--- config.mk ---
export PLATFORM = sky130hd
export DESIGN_NAME = planar_2r_newton_inverse_kinematics_unit_flat
export DESIGN_NICKNAME = d
export VERILOG_FILES = /design/src/design/pik_pkg.sv /design/src/design/pik_interfaces.sv /design/src/design/planar_2r_newton_inverse_kinematics_unit.sv /design/src/design/pik_cordic.sv /design/src/design/pik_divider.sv /design/src/flat_wrapper.sv
export SDC_FILE = /design/constraint.sdc
export NUM_CORES = 2
export LEC_CHECK = 0
export ABC_CLOCK_PERIOD_IN_PS = 16700
export BUFFER_PORTS_ARGS = -buffer_cell sky130_fd_sc_hd__buf_4
export CAP_MARGIN = 20
export CORE_UTILIZATION = 30
export CTS_CLUSTER_SIZE = 40
export DETAILED_ROUTE_END_ITERATION = 10
export SYNTH_ARGS = -nofsm -noshare
export SYNTH_HDL_FRONTEND = slang
export SYNTH_HIERARCHICAL = 1
export SYNTH_SLANG_ARGS = --single-unit
--- constraint.sdc ---
create_clock -name clock -period 16.7 [get_ports clock]
set_clock_uncertainty 0.15 [all_clocks]
set_input_delay 0.835 -clock clock [delete_from_list [all_inputs] [get_ports clock]]
set_output_delay 0.835 -clock clock [all_outputs]
set_load 0.005 [all_outputs]
--- src/design/pik_pkg.sv ---
// Shared constants, codes and helper functions for the 2R Newton inverse-kinematics unit.
`default_nettype none
package pik_pkg;

   localparam int MAX_ITERATIONS = 20;
   localparam int CORDIC_STAGES  = 16;
   localparam int ITER_W         = $clog2(MAX_ITERATIONS + 1);
   localparam int STAGE_W        = $clog2(CORDIC_STAGES);

   localparam int ANGLE_W  = 21;
   localparam int SUM_W    = 22;
   localparam int ANG_W    = 27;
   localparam int TRIG_W   = 20;
   localparam int POS_W    = 21;
   localparam int TGT_W    = 19;
   localparam int ERR_W    = 22;
   localparam int JAC_W    = 20;
   localparam int MUL_W    = 24;
   localparam int PROD_W   = 2 * MUL_W;
   localparam int ACC_W    = PROD_W + 2;
   localparam int NUM_W    = 60;
   localparam int DEN_W    = 42;
   localparam int QUO_W    = NUM_W + 1;
   localparam int FRAC_SH  = 14;

   localparam logic signed [ANG_W-1:0] PI_Q20      = 27'sd3294199;
   localparam logic signed [ANG_W-1:0] TWO_PI_Q20  = 27'sd6588398;
   localparam logic signed [ANG_W-1:0] HALF_PI_Q20 = 27'sd1647099;
   localparam logic signed [TRIG_W-1:0] CORDIC_GAIN = 20'sd39797;

   localparam logic signed [ANGLE_W-1:0] START_ANGLE = 21'sd32768;
   localparam logic signed [ANGLE_W-1:0] ANGLE_MAX   = 21'sd1048575;
   localparam logic signed [ANGLE_W-1:0] ANGLE_MIN   = -21'sd1048576;

   localparam logic [1:0] CSR_LINK1 = 2'd0;
   localparam logic [1:0] CSR_LINK2 = 2'd1;
   localparam logic [1:0] CSR_TOL   = 2'd2;

   localparam logic [1:0] ST_CONVERGED = 2'd0;
   localparam logic [1:0] ST_NO_CONV   = 2'd1;
   localparam logic [1:0] ST_SINGULAR  = 2'd2;

   // Arctangent of 2^-i in Q.20 radians.
   function automatic logic [TRIG_W-1:0] atan_q20(input logic [4:0] idx);
      logic [TRIG_W-1:0] r;
      case (idx)
         5'd0:  r = 20'd823550;
         5'd1:  r = 20'd486170;
         5'd2:  r = 20'd256879;
         5'd3:  r = 20'd130396;
         5'd4:  r = 20'd65451;
         5'd5:  r = 20'd32757;
         5'd6:  r = 20'd16383;
         5'd7:  r = 20'd8192;
         5'd8:  r = 20'd4096;
         5'd9:  r = 20'd2048;
         5'd10: r = 20'd1024;
         5'd11: r = 20'd512;
         5'd12: r = 20'd256;
         5'd13: r = 20'd128;
         5'd14: r = 20'd64;
         5'd15: r = 20'd32;
         5'd16: r = 20'd16;
         5'd17: r = 20'd8;
         5'd18: r = 20'd4;
         5'd19: r = 20'd2;
         5'd20: r = 20'd1;
         default: r = 20'd0;
      endcase
      return r;
   endfunction

   function automatic logic signed [ANGLE_W-1:0] clamp_angle(
         input logic signed [QUO_W:0] v);
      logic signed [ANGLE_W-1:0] r;
      if (v > $signed({{(QUO_W+1-ANGLE_W){ANGLE_MAX[ANGLE_W-1]}}, ANGLE_MAX}))
         r = ANGLE_MAX;
      else if (v < $signed({{(QUO_W+1-ANGLE_W){ANGLE_MIN[ANGLE_W-1]}}, ANGLE_MIN}))
         r = ANGLE_MIN;
      else
         r = v[ANGLE_W-1:0];
      return r;
   endfunction

endpackage
`default_nettype wire

--- src/design/pik_interfaces.sv ---
// Handshake channel interfaces for request, response and register write.
`default_nettype none
interface pik_req_if;
   logic               valid;
   logic               ready;
   logic signed [16:0] target_x;
   logic signed [16:0] target_y;
   modport source (output valid, target_x, target_y, input ready);
   modport sink   (input valid, target_x, target_y, output ready);
endinterface

interface pik_rsp_if;
   logic               valid;
   logic               ready;
   logic signed [20:0] joint1_angle;
   logic signed [20:0] joint2_angle;
   logic [1:0]         status;
   logic [4:0]         iterations_used;
   modport source (output valid, joint1_angle, joint2_angle, status, iterations_used,
                   input ready);
   modport sink   (input valid, joint1_angle, joint2_angle, status, iterations_used,
                   output ready);
endinterface

interface pik_csr_if;
   logic        valid;
   logic        ready;
   logic [1:0]  index;
   logic [15:0] data;
   modport source (output valid, index, data, input ready);
   modport sink   (input valid, index, data, output ready);
endinterface
`default_nettype wire

--- src/design/planar_2r_newton_inverse_kinematics_unit.sv ---
// Top level: Newton-Raphson inverse kinematics for a planar two-link arm.
// One target item (x, y in Q2.14 m) yields one result item with both joint angles (Q4.16 rad,
// saturating), a status and the number of Newton updates applied. Items are processed one at
// a time; req ready is high only while the unit is idle. Each Newton iteration runs two CORDIC
// passes, each with range reduction, 14 steps of the one shared 24x24 multiplier, and two
// bit-serial divides (60 quotient bits each). With 20 iterations at most, an item ends
// earlier on convergence or a singular Jacobian. Register writes are taken at any time but
// must only be issued while no item is in flight.
`default_nettype none
module planar_2r_newton_inverse_kinematics_unit (
   input  wire logic   clock,
   input  wire logic   reset,
   pik_req_if.sink     req_port,
   pik_rsp_if.source   rsp_port,
   pik_csr_if.sink     csr_port
);

   localparam logic [2:0] S_IDLE = 3'd0;
   localparam logic [2:0] S_SC1  = 3'd1;
   localparam logic [2:0] S_SC2  = 3'd2;
   localparam logic [2:0] S_MAC  = 3'd3;
   localparam logic [2:0] S_DIV1 = 3'd4;
   localparam logic [2:0] S_DIV2 = 3'd5;
   localparam logic [2:0] S_OUT  = 3'd6;

   localparam logic [3:0] K_A1C1  = 4'd0;
   localparam logic [3:0] K_A2C12 = 4'd1;
   localparam logic [3:0] K_A1S1  = 4'd2;
   localparam logic [3:0] K_A2S12 = 4'd3;
   localparam logic [3:0] K_TOL   = 4'd4;
   localparam logic [3:0] K_DXDX  = 4'd5;
   localparam logic [3:0] K_DYDY  = 4'd6;
   localparam logic [3:0] K_ERR   = 4'd7;
   localparam logic [3:0] K_J12J  = 4'd8;
   localparam logic [3:0] K_DET   = 4'd9;
   localparam logic [3:0] K_J12DY = 4'd10;
   localparam logic [3:0] K_N1    = 4'd11;
   localparam logic [3:0] K_J21DX = 4'd12;
   localparam logic [3:0] K_N2    = 4'd13;

   localparam int MW = pik_pkg::MUL_W;
   localparam int AW = pik_pkg::ACC_W;
   localparam logic [pik_pkg::ITER_W-1:0] ITER_LAST =
      pik_pkg::ITER_W'(pik_pkg::MAX_ITERATIONS);

   // configuration registers
   logic [15:0]                          link1_ff;
   logic [15:0]                          link2_ff;
   logic [13:0]                          tol_ff;

   logic [2:0]                           state_ff;
   logic [3:0]                           step_ff;
   logic [pik_pkg::ITER_W-1:0]           iter_ff;
   logic [1:0]                           status_ff;
   logic                                 cs_start_ff;
   logic                                 div_start_ff;

   logic signed [pik_pkg::ANGLE_W-1:0]   q1_ff;
   logic signed [pik_pkg::ANGLE_W-1:0]   q2_ff;
   logic signed [pik_pkg::TGT_W-1:0]     tx_ff;
   logic signed [pik_pkg::TGT_W-1:0]     ty_ff;
   logic signed [pik_pkg::TRIG_W-1:0]    s1_ff, c1_ff, s12_ff, c12_ff;
   logic signed [pik_pkg::POS_W-1:0]     xc_ff, yc_ff;
   logic signed [pik_pkg::JAC_W-1:0]     j12_ff, j22_ff;
   logic [31:0]                          tol2_ff;
   logic signed [pik_pkg::PROD_W-1:0]    prod_ff;
   logic signed [AW-1:0]                 acc_ff;
   logic signed [AW-1:0]                 det_ff;
   logic [pik_pkg::NUM_W-1:0]            div_num_ff;
   logic [pik_pkg::DEN_W-1:0]            div_den_ff;
   logic                                 div_neg_ff;

   logic signed [MW-1:0]                 op_a, op_b;
   logic signed [AW-1:0]                 prod_ext, sum, diff, sum_sh, prod_sh;
   logic signed [AW-1:0]                 diff_abs, det_abs;
   logic signed [pik_pkg::ERR_W-1:0]     dx, dy, j11, j21;
   logic signed [pik_pkg::SUM_W-1:0]     cs_angle;
   logic                                 cs_done, div_done;
   logic signed [pik_pkg::TRIG_W-1:0]    cs_sin, cs_cos;
   logic signed [pik_pkg::QUO_W-1:0]     quot;
   logic signed [pik_pkg::QUO_W:0]       q1_next, q2_next;
   logic [pik_pkg::ITER_W-1:0]           iter_inc;
   logic                                 req_fire, rsp_fire;

   function automatic logic signed [pik_pkg::ERR_W-1:0] ERR_EXT(
         input logic signed [pik_pkg::POS_W-1:0] v);
      return $signed({v[pik_pkg::POS_W-1], v});
   endfunction

   function automatic logic signed [MW-1:0] sx(input logic signed [pik_pkg::ERR_W-1:0] v);
      return $signed({{(MW-pik_pkg::ERR_W){v[pik_pkg::ERR_W-1]}}, v});
   endfunction

   function automatic logic signed [MW-1:0] sx_trig(
         input logic signed [pik_pkg::TRIG_W-1:0] v);
      return $signed({{(MW-pik_pkg::TRIG_W){v[pik_pkg::TRIG_W-1]}}, v});
   endfunction

   assign req_fire = req_port.valid && req_port.ready;
   assign rsp_fire = rsp_port.valid && rsp_port.ready;

   always_ff @(posedge clock) begin
      if (reset) begin
         link1_ff <= '0;
         link2_ff <= '0;
         tol_ff   <= 14'd16;
      end else if (csr_port.valid) begin
         case (csr_port.index)
            pik_pkg::CSR_LINK1: link1_ff <= csr_port.data;
            pik_pkg::CSR_LINK2: link2_ff <= csr_port.data;
            pik_pkg::CSR_TOL:   tol_ff   <= csr_port.data[13:0];
            default: ;
         endcase
      end
   end
   assign csr_port.ready = 1'b1;

   assign dx  = ERR_EXT(xc_ff) -
                $signed({{(pik_pkg::ERR_W-pik_pkg::TGT_W){tx_ff[pik_pkg::TGT_W-1]}}, tx_ff});
   assign dy  = ERR_EXT(yc_ff) -
                $signed({{(pik_pkg::ERR_W-pik_pkg::TGT_W){ty_ff[pik_pkg::TGT_W-1]}}, ty_ff});
   assign j11 = -ERR_EXT(yc_ff);
   assign j21 = ERR_EXT(xc_ff);

   // operand select for the shared multiplier
   always_comb begin
      op_a = '0;
      op_b = '0;
      case (step_ff)
         K_A1C1:  begin op_a = $signed({8'b0, link1_ff}); op_b = sx_trig(c1_ff);  end
         K_A2C12: begin op_a = $signed({8'b0, link2_ff}); op_b = sx_trig(c12_ff); end
         K_A1S1:  begin op_a = $signed({8'b0, link1_ff}); op_b = sx_trig(s1_ff);  end
         K_A2S12: begin op_a = $signed({8'b0, link2_ff}); op_b = sx_trig(s12_ff); end
         K_TOL:   begin op_a = $signed({10'b0, tol_ff});  op_b = $signed({10'b0, tol_ff}); end
         K_DXDX:  begin op_a = sx(dx);  op_b = sx(dx);  end
         K_DYDY:  begin op_a = sx(dy);  op_b = sx(dy);  end
         K_ERR:   begin op_a = sx(j11); op_b = sx_trig(j22_ff); end
         K_J12J:  begin op_a = sx_trig(j12_ff); op_b = sx(j21); end
         K_DET:   begin op_a = sx_trig(j22_ff); op_b = sx(dx); end
         K_J12DY: begin op_a = sx_trig(j12_ff); op_b = sx(dy); end
         K_N1:    begin op_a = sx(j11); op_b = sx(dy); end
         K_J21DX: begin op_a = sx(j21); op_b = sx(dx); end
         default: begin op_a = '0; op_b = '0; end
      endcase
   end

   always_ff @(posedge clock) begin
      prod_ff <= op_a * op_b;
   end

   assign prod_ext = $signed({{(AW-pik_pkg::PROD_W){prod_ff[pik_pkg::PROD_W-1]}}, prod_ff});
   assign sum      = acc_ff + prod_ext;
   assign diff     = acc_ff - prod_ext;
   assign sum_sh   = sum >>> pik_pkg::FRAC_SH;
   assign prod_sh  = prod_ext >>> pik_pkg::FRAC_SH;
   assign diff_abs = diff[AW-1] ? -diff : diff;
   assign det_abs  = det_ff[AW-1] ? -det_ff : det_ff;

   assign cs_angle = (state_ff == S_SC1) ?
                     $signed({q1_ff[pik_pkg::ANGLE_W-1], q1_ff}) :
                     $signed({q1_ff[pik_pkg::ANGLE_W-1], q1_ff}) +
                     $signed({q2_ff[pik_pkg::ANGLE_W-1], q2_ff});

   assign q1_next  = $signed({q1_ff[pik_pkg::ANGLE_W-1], q1_ff}) -
                     $signed({quot[pik_pkg::QUO_W-1], quot});
   assign q2_next  = $signed({q2_ff[pik_pkg::ANGLE_W-1], q2_ff}) -
                     $signed({quot[pik_pkg::QUO_W-1], quot});
   assign iter_inc = iter_ff + 1'b1;

   pik_cordic u_cordic (
      .clock   (clock),
      .reset   (reset),
      .start   (cs_start_ff),
      .angle   (cs_angle),
      .done    (cs_done),
      .sin_out (cs_sin),
      .cos_out (cs_cos)
   );

   pik_divider u_divider (
      .clock    (clock),
      .reset    (reset),
      .start    (div_start_ff),
      .num_mag  (div_num_ff),
      .den_mag  (div_den_ff),
      .negate   (div_neg_ff),
      .done     (div_done),
      .quotient (quot)
   );

   always_ff @(posedge clock) begin
      if (reset) begin
         state_ff     <= S_IDLE;
         step_ff      <= K_A1C1;
         iter_ff      <= '0;
         status_ff    <= pik_pkg::ST_NO_CONV;
         cs_start_ff  <= 1'b0;
         div_start_ff <= 1'b0;
      end else begin
         cs_start_ff  <= 1'b0;
         div_start_ff <= 1'b0;
         case (state_ff)
            S_IDLE: begin
               if (req_fire) begin
                  tx_ff       <= $signed({req_port.target_x, 2'b00});
                  ty_ff       <= $signed({req_port.target_y, 2'b00});
                  q1_ff       <= pik_pkg::START_ANGLE;
                  q2_ff       <= -pik_pkg::START_ANGLE;
                  iter_ff     <= '0;
                  cs_start_ff <= 1'b1;
                  state_ff    <= S_SC1;
               end
            end
            S_SC1: begin
               if (cs_done) begin
                  s1_ff       <= cs_sin;
                  c1_ff       <= cs_cos;
                  cs_start_ff <= 1'b1;
                  state_ff    <= S_SC2;
               end
            end
            S_SC2: begin
               if (cs_done) begin
                  s12_ff   <= cs_sin;
                  c12_ff   <= cs_cos;
                  step_ff  <= K_A1C1;
                  state_ff <= S_MAC;
               end
            end
            S_MAC: begin
               // hold the step on a divide launch, advance otherwise
               if (step_ff != K_N1 && step_ff != K_N2)
                  step_ff <= step_ff + 1'b1;
               case (step_ff)
                  K_A2C12, K_A2S12, K_DYDY, K_J12J, K_J12DY, K_J21DX: acc_ff <= prod_ext;
                  K_A1S1: begin
                     xc_ff  <= sum_sh[pik_pkg::POS_W-1:0];
                     j22_ff <= prod_sh[pik_pkg::JAC_W-1:0];
                  end
                  K_TOL: begin
                     yc_ff  <= sum_sh[pik_pkg::POS_W-1:0];
                     j12_ff <= -prod_sh[pik_pkg::JAC_W-1:0];
                  end
                  K_DXDX: tol2_ff <= {prod_ff[27:0], 4'b0000};
                  K_ERR: begin
                     // stop when the squared error is inside the squared tolerance
                     if (sum < $signed({{(AW-32){1'b0}}, tol2_ff})) begin
                        status_ff <= pik_pkg::ST_CONVERGED;
                        state_ff  <= S_OUT;
                     end
                  end
                  K_DET: begin
                     det_ff <= diff;
                     if (diff == '0) begin
                        status_ff <= pik_pkg::ST_SINGULAR;
                        state_ff  <= S_OUT;
                     end
                  end
                  K_N1, K_N2: begin
                     div_num_ff   <= {diff_abs[pik_pkg::NUM_W-17:0], 16'h0000};
                     div_den_ff   <= det_abs[pik_pkg::DEN_W-1:0];
                     div_neg_ff   <= diff[AW-1] ^ det_ff[AW-1];
                     div_start_ff <= 1'b1;
                     state_ff     <= (step_ff == K_N1) ? S_DIV1 : S_DIV2;
                  end
                  default: ;
               endcase
            end
            S_DIV1: begin
               if (div_done) begin
                  q1_ff    <= pik_pkg::clamp_angle(q1_next);
                  step_ff  <= K_J21DX;
                  state_ff <= S_MAC;
               end
            end
            S_DIV2: begin
               if (div_done) begin
                  q2_ff   <= pik_pkg::clamp_angle(q2_next);
                  iter_ff <= iter_inc;
                  if (iter_inc == ITER_LAST) begin
                     status_ff <= pik_pkg::ST_NO_CONV;
                     state_ff  <= S_OUT;
                  end else begin
                     cs_start_ff <= 1'b1;
                     state_ff    <= S_SC1;
                  end
               end
            end
            S_OUT: begin
               if (rsp_fire)
                  state_ff <= S_IDLE;
            end
            default: state_ff <= S_IDLE;
         endcase
      end
   end

   assign req_port.ready           = (state_ff == S_IDLE);
   assign rsp_port.valid           = (state_ff == S_OUT);
   assign rsp_port.joint1_angle    = q1_ff;
   assign rsp_port.joint2_angle    = q2_ff;
   assign rsp_port.status          = status_ff;
   assign rsp_port.iterations_used = (7'(iter_ff) > 7'd31) ? 5'd31 : 5'(iter_ff);

   a_noconv_cap: assert property (@(posedge clock) disable iff (reset)
      (rsp_port.valid && status_ff == pik_pkg::ST_NO_CONV) |-> iter_ff == ITER_LAST)
      else $error("no-convergence result before the iteration cap");

   a_cordic_owner: assert property (@(posedge clock) disable iff (reset)
      cs_done |-> (state_ff == S_SC1 || state_ff == S_SC2))
      else $error("sine/cosine finished outside its wait state");

   a_div_owner: assert property (@(posedge clock) disable iff (reset)
      div_done |-> (state_ff == S_DIV1 || state_ff == S_DIV2))
      else $error("divide finished outside its wait state");

   a_busy_after_accept: assert property (@(posedge clock) disable iff (reset)
      req_fire |=> !req_port.ready)
      else $error("ready held after an item was accepted");

endmodule
`default_nettype wire

--- src/design/pik_cordic.sv ---
// Iterative sine/cosine: range reduction then one CORDIC rotation per cycle.
`default_nettype none
module pik_cordic (
   input  wire logic                                clock,
   input  wire logic                                reset,
   input  wire logic                                start,
   input  wire logic signed [pik_pkg::SUM_W-1:0]    angle,
   output logic                                     done,
   output logic signed [pik_pkg::TRIG_W-1:0]        sin_out,
   output logic signed [pik_pkg::TRIG_W-1:0]        cos_out
);

   localparam logic [1:0] CS_IDLE   = 2'd0;
   localparam logic [1:0] CS_REDUCE = 2'd1;
   localparam logic [1:0] CS_ROTATE = 2'd2;
   localparam logic [pik_pkg::STAGE_W-1:0] STAGE_LAST =
      pik_pkg::STAGE_W'(pik_pkg::CORDIC_STAGES - 1);

   logic [1:0]                          state_ff;
   logic                                done_ff;
   logic                                flip_ff;
   logic [pik_pkg::STAGE_W-1:0]         stage_ff;
   logic signed [pik_pkg::ANG_W-1:0]    v_ff;
   logic signed [pik_pkg::TRIG_W-1:0]   x_ff;
   logic signed [pik_pkg::TRIG_W-1:0]   y_ff;

   logic signed [pik_pkg::TRIG_W-1:0]   xs;
   logic signed [pik_pkg::TRIG_W-1:0]   ys;
   logic signed [pik_pkg::ANG_W-1:0]    atan_v;

   assign xs = x_ff >>> stage_ff;
   assign ys = y_ff >>> stage_ff;
   assign atan_v = $signed({{(pik_pkg::ANG_W-pik_pkg::TRIG_W){1'b0}},
                            pik_pkg::atan_q20(5'(stage_ff))});

   always_ff @(posedge clock) begin
      if (reset) begin
         state_ff <= CS_IDLE;
         done_ff  <= 1'b0;
      end else begin
         done_ff <= 1'b0;
         case (state_ff)
            CS_IDLE: begin
               if (start) begin
                  v_ff     <= $signed({angle[pik_pkg::SUM_W-1], angle, 4'b0000});
                  state_ff <= CS_REDUCE;
               end
            end
            CS_REDUCE: begin
               // fold by two pi until inside [-pi, pi), then into the right half plane
               if (v_ff >= pik_pkg::PI_Q20) begin
                  v_ff <= v_ff - pik_pkg::TWO_PI_Q20;
               end else if (v_ff < -pik_pkg::PI_Q20) begin
                  v_ff <= v_ff + pik_pkg::TWO_PI_Q20;
               end else begin
                  if (v_ff > pik_pkg::HALF_PI_Q20) begin
                     v_ff    <= v_ff - pik_pkg::PI_Q20;
                     flip_ff <= 1'b1;
                  end else if (v_ff < -pik_pkg::HALF_PI_Q20) begin
                     v_ff    <= v_ff + pik_pkg::PI_Q20;
                     flip_ff <= 1'b1;
                  end else begin
                     flip_ff <= 1'b0;
                  end
                  x_ff     <= pik_pkg::CORDIC_GAIN;
                  y_ff     <= '0;
                  stage_ff <= '0;
                  state_ff <= CS_ROTATE;
               end
            end
            CS_ROTATE: begin
               if (!v_ff[pik_pkg::ANG_W-1]) begin
                  x_ff <= x_ff - ys;
                  y_ff <= y_ff + xs;
                  v_ff <= v_ff - atan_v;
               end else begin
                  x_ff <= x_ff + ys;
                  y_ff <= y_ff - xs;
                  v_ff <= v_ff + atan_v;
               end
               stage_ff <= stage_ff + 1'b1;
               if (stage_ff == STAGE_LAST) begin
                  done_ff  <= 1'b1;
                  state_ff <= CS_IDLE;
               end
            end
            default: state_ff <= CS_IDLE;
         endcase
      end
   end

   assign done    = done_ff;
   assign sin_out = flip_ff ? -y_ff : y_ff;
   assign cos_out = flip_ff ? -x_ff : x_ff;

endmodule
`default_nettype wire

--- src/design/pik_divider.sv ---
// Bit-serial restoring divider on magnitudes, truncating toward zero.
`default_nettype none
module pik_divider (
   input  wire logic                              clock,
   input  wire logic                              reset,
   input  wire logic                              start,
   input  wire logic [pik_pkg::NUM_W-1:0]         num_mag,
   input  wire logic [pik_pkg::DEN_W-1:0]         den_mag,
   input  wire logic                              negate,
   output logic                                   done,
   output logic signed [pik_pkg::QUO_W-1:0]       quotient
);

   localparam int CNT_W = $clog2(pik_pkg::NUM_W + 1);

   logic                            busy_ff;
   logic                            done_ff;
   logic                            neg_ff;
   logic [CNT_W-1:0]                count_ff;
   logic [pik_pkg::DEN_W-1:0]       rem_ff;
   logic [pik_pkg::DEN_W-1:0]       den_ff;
   logic [pik_pkg::NUM_W-1:0]       quo_ff;

   logic [pik_pkg::DEN_W:0]         rem_sh;
   logic [pik_pkg::DEN_W:0]         rem_sub;
   logic                            fits;

   assign rem_sh  = {rem_ff, quo_ff[pik_pkg::NUM_W-1]};
   assign fits    = rem_sh >= {1'b0, den_ff};
   assign rem_sub = rem_sh - {1'b0, den_ff};

   always_ff @(posedge clock) begin
      if (reset) begin
         busy_ff <= 1'b0;
         done_ff <= 1'b0;
      end else begin
         done_ff <= 1'b0;
         if (!busy_ff) begin
            if (start) begin
               busy_ff  <= 1'b1;
               count_ff <= CNT_W'(pik_pkg::NUM_W);
               rem_ff   <= '0;
               quo_ff   <= num_mag;
               den_ff   <= den_mag;
               neg_ff   <= negate;
            end
         end else begin
            // shift one dividend bit in, subtract when the divisor fits
            rem_ff   <= fits ? rem_sub[pik_pkg::DEN_W-1:0] : rem_sh[pik_pkg::DEN_W-1:0];
            quo_ff   <= {quo_ff[pik_pkg::NUM_W-2:0], fits};
            count_ff <= count_ff - 1'b1;
            if (count_ff == CNT_W'(1)) begin
               busy_ff <= 1'b0;
               done_ff <= 1'b1;
            end
         end
      end
   end

   assign done     = done_ff;
   assign quotient = neg_ff ? -$signed({1'b0, quo_ff}) : $signed({1'b0, quo_ff});

endmodule
`default_nettype wire

--- src/flat_wrapper.sv ---
// flat-port wrapper written by rule: the top's interface ports become plain ports
module planar_2r_newton_inverse_kinematics_unit_flat 
  (clock, reset, req_port_valid, req_port_target_x, req_port_target_y, req_port_ready, rsp_port_valid, rsp_port_joint1_angle, rsp_port_joint2_angle, rsp_port_status, rsp_port_iterations_used, rsp_port_ready, csr_port_valid, csr_port_index, csr_port_data, csr_port_ready);
  pik_req_if req_port_i ();
  pik_rsp_if rsp_port_i ();
  pik_csr_if csr_port_i ();
  input  wire logic clock;
  input  wire logic reset;
  input wire logic [$bits(req_port_i.valid)-1:0] req_port_valid;
  input wire logic [$bits(req_port_i.target_x)-1:0] req_port_target_x;
  input wire logic [$bits(req_port_i.target_y)-1:0] req_port_target_y;
  output wire logic [$bits(req_port_i.ready)-1:0] req_port_ready;
  output wire logic [$bits(rsp_port_i.valid)-1:0] rsp_port_valid;
  output wire logic [$bits(rsp_port_i.joint1_angle)-1:0] rsp_port_joint1_angle;
  output wire logic [$bits(rsp_port_i.joint2_angle)-1:0] rsp_port_joint2_angle;
  output wire logic [$bits(rsp_port_i.status)-1:0] rsp_port_status;
  output wire logic [$bits(rsp_port_i.iterations_used)-1:0] rsp_port_iterations_used;
  input wire logic [$bits(rsp_port_i.ready)-1:0] rsp_port_ready;
  input wire logic [$bits(csr_port_i.valid)-1:0] csr_port_valid;
  input wire logic [$bits(csr_port_i.index)-1:0] csr_port_index;
  input wire logic [$bits(csr_port_i.data)-1:0] csr_port_data;
  output wire logic [$bits(csr_port_i.ready)-1:0] csr_port_ready;
  assign req_port_i.valid = req_port_valid;
  assign req_port_i.target_x = req_port_target_x;
  assign req_port_i.target_y = req_port_target_y;
  assign req_port_ready = req_port_i.ready;
  assign rsp_port_valid = rsp_port_i.valid;
  assign rsp_port_joint1_angle = rsp_port_i.joint1_angle;
  assign rsp_port_joint2_angle = rsp_port_i.joint2_angle;
  assign rsp_port_status = rsp_port_i.status;
  assign rsp_port_iterations_used = rsp_port_i.iterations_used;
  assign rsp_port_i.ready = rsp_port_ready;
  assign csr_port_i.valid = csr_port_valid;
  assign csr_port_i.index = csr_port_index;
  assign csr_port_i.data = csr_port_data;
  assign csr_port_ready = csr_port_i.ready;
  planar_2r_newton_inverse_kinematics_unit u_core (.clock(clock), .reset(reset), .req_port(req_port_i), .rsp_port(rsp_port_i), .csr_port(csr_port_i));
endmodule
==> impl_results.md <==
- Status: finished clean
- Bufs on Longest Clock Path: 3
- Worst setup path class: register to register
- Max Cap Viol: 0
- Most used DFF post-synth: edfxtp_1
- TritonCTS buffer count: 93
- HP Class: primary input to register
- Worst path required time: 17.19 ns
- Post-synthesis sequential area ratio: 27.26%
- Core region area: 0.2765 mm²
- Post-synth top area cell: edfxtp_1
- Post-cts resize count: 0
- Setup_tns: 0 ns
- Avg Vias per Cell: 5.327
- Final period utilization: 73.72%
- Mux cell area share after synthesis: 3.158%
- Total Wirelength: 262.8 mm
- Placer congestion estimate: 0.9588
- Max_slew headroom: 20.27%
- Port bufs: 107
- Final std cells w/o fill: 12947
- H-tree depth: 3
- Crit-path leading delay family: compound AO/OA/AOI/OAI gates
- RSZ-0062 raised after global routing: false
- Chip height: 529.3 µm
- Vias in the first global route: 65454
- Clock Root Buffer: clkbuf_16
- Starting Density: 30.16%
- Xor/xnor cell area share of the yosys netlist: 6.542%
- Routed Antenna Nets: 0
- Setup Fix Bufs, Post-CTS: 0
- Synth Instances: 9257
- Synth unique cells: 124
- Fin. max-slew vios: 0
- Synth Warn #: 6
- CP arrival: 12.80 ns
- Hold_ws: 0.1762 ns
- Final #Nets: 10381
- Pwr dens: 110.1 mW/mm²
- DR WL/cell: 20.30 µm
- Yosys reg bits: 802
- First-pass GRT wire length: 399.0 mm
- Simple-Gate Fraction of Synth Area: 16.56%
- Layout cells sized above 1: 6.583%
- Horiz. Die Dim: 529.3 µm
- Synth area leaders: edfxtp_1 (24%), fa_1 (14%), ha_1 (8.7%), xnor2_1 (4.8%), nand2_1 (4.7%)
- Slew @ Worst Pin: 1.187 ns
- Number of fillers in the final layout: 28627
- Top Ports: 109
- Peak VDD IR: 0.08316 mV
- Placed cell count: 12766
- Critical path's largest stage delay: 0.96 ns
- Compound-gate portion of the synthesized area: 17.06%
- CTS tree: done
- First-iteration detailed-routing DRC count: 5972
- Total GRT Usage: 18.26%
- CP Launch Type: register
- Fin area: 0.09120 mm²
- WP buf/inv: 3
- Initial antenna violation count: 33
- Num Clock Sinks: 802
- Most common cell on crit path: fa_1
- Via count: 68965
- Syn-to-layout area delta: 9.352%
- Post-place instance area: 0.08810 mm²
- Asr flop ratio synth: 0%
- Commonest cells post-synth: nand2_1 (1048), inv_1 (1019), edfxtp_1 (667), a21oi_1 (618), fa_1 (583)
- Setup crit end kind: register
- Cell with the most instances after synthesis: nand2_1
- Post-Synth Adder-Cell Area: 22.70%
- Cell with the largest stage delay on the worst path: clkinv_1
- Combinational family with the most area after synthesis: adder cells
- Multi-input logic area: 0.05527 mm²
- Post-synth top area share: 24.02%
- Syn Area/Cell: 9.010 µm²
- Post-layout util: 32.98%
- Latest clock arrival within the worst-skew pair: 0.73 ns
- Cell row count: 193
- Clock transition at the registers of the reported paths: 0.07 ns
- Final hold vios: 0
- Setup violations, final: 0
- Tmin final: 12.31 ns
- HPWL after DPL: 206.4 mm
- First-pass detailed-route iteration total: 9
- Post-CTS Hold Buffers: 0
- Post-synth EDFFs: 667
- Crit path max fanout: 27
- Synthesized area: 0.08340 mm²
- GRT overflow: 0
- Seq. cell area: 0.02274 mm²
- Die area: 0.2801 mm²
- Pleak: 36.65 nW
- Highest clock rate: 0.08123 GHz
- Residual DRC count: 0
- Largest net degree at the start of global routing: 74
-- cells in the final DEF, fill, tap and decap left out, types with 134 or more instances in the layout --
cell type and n:
o21ai_0 368, nor3_1 182, fa_1 583, buf_4 212, a21o_1 160, xor2_1 164
nand2_1 1048, nand3_1 194, and2_1 141, edfxtp_1 667, inv_1 1018, nor2_1 546
a21oi_1 616, xnor2_1 458, ha_1 580, dfxtp_1 134
-- cell type report --
| cell class | count | share of cell area, % |
|---|---|---|
| Multi-Input combinational cell | 7020 | 60.60 |
| Sequential cell | 802 | 24.93 |
| Tap cell | 3705 | 5.083 |
| Inverter | 1026 | 4.223 |
| Clock buffer | 117 | 2.788 |
| Timing Repair Buffer | 218 | 1.825 |
| Clock inverter | 53 | 0.5392 |
| Antenna cell | 6 | 0.01646 |
-- metal layers --
layer | up-vias | track usage [%] | part of all wire, %
met5 | - | 0 | 0
met4 | 0 | 6.074 | 3.3
met3 | 397 | 2.312 | 6.3
met2 | 2314 | 29.85 | 46
met1 | 33883 | 24.78 | 44
li1 | 32371 | - | -
-- flip-flops by register name, indices dropped and copies added, names as in the netlist, 28 cells and up --
name and count:
u_core/acc_ff 48, u_core/div_den_ff 42, u_core/u_divider/quo_ff 60, u_core/det_ff 43, u_core/div_num_ff 44, u_core/prod_ff 48, u_core/u_divider/rem_ff 42, u_core/u_divider/den_ff 42
u_core/tol2_ff 28
-- cell families after synthesis --
logic type / Yosys count
AND/OR/NAND/NOR: 2851
AO/OA/AOI/OAI: 2165
buffers and inverters: 1450
adder cells (fa/ha/maj): 1163
flip-flops: 802
XOR/XNOR: 623
multiplexers: 201
other: 2
-- worst paths after layout --
check,slack [ns],cells past startpoint,to,from
worst max-delay path,4.39,34,u_core/prod_ff[46]$_DFF_P_,u_core/yc_ff[3]$_DFFE_PP_
worst min-delay path,0.18,1,u_core/tx_ff[12]$_DFFE_PP_,req_port_target_x[10]
worst max register to register,4.39,34,u_core/prod_ff[46]$_DFF_P_,u_core/yc_ff[3]$_DFFE_PP_
worst min register to register,0.25,0,u_core/u_divider/den_ff[0]$_DFFE_PP_,u_core/div_den_ff[0]$_DFFE_PP_
-- per-stage QoR --
| stage | worst slack (ns) | power, mW |
|---|---|---|
| 2_1_floorplan | 6.946 | 6.436 |
| 3_3_place_gp | 4.666 | 7.906 |
| 3_5_place_dp | 4.463 | 7.910 |
| 4_1_cts | 4.414 | 9.996 |
| 5_1_grt | 3.668 | 10.68 |
| 6_report | 4.389 | 10.04 |
-- where the power goes --
| group | total (mW) | leakage (nW) | internal [mW] | switching [mW] |
|---|---|---|---|---|
| Clock | 2.05 | 1.47 | 1.16 | 0.886 |
| Sequential | 2.82 | 7.13 | 2.49 | 0.332 |
| Combinational | 5.17 | 28.1 | 1.91 | 3.27 |
(Power assumes the default switching activity.)
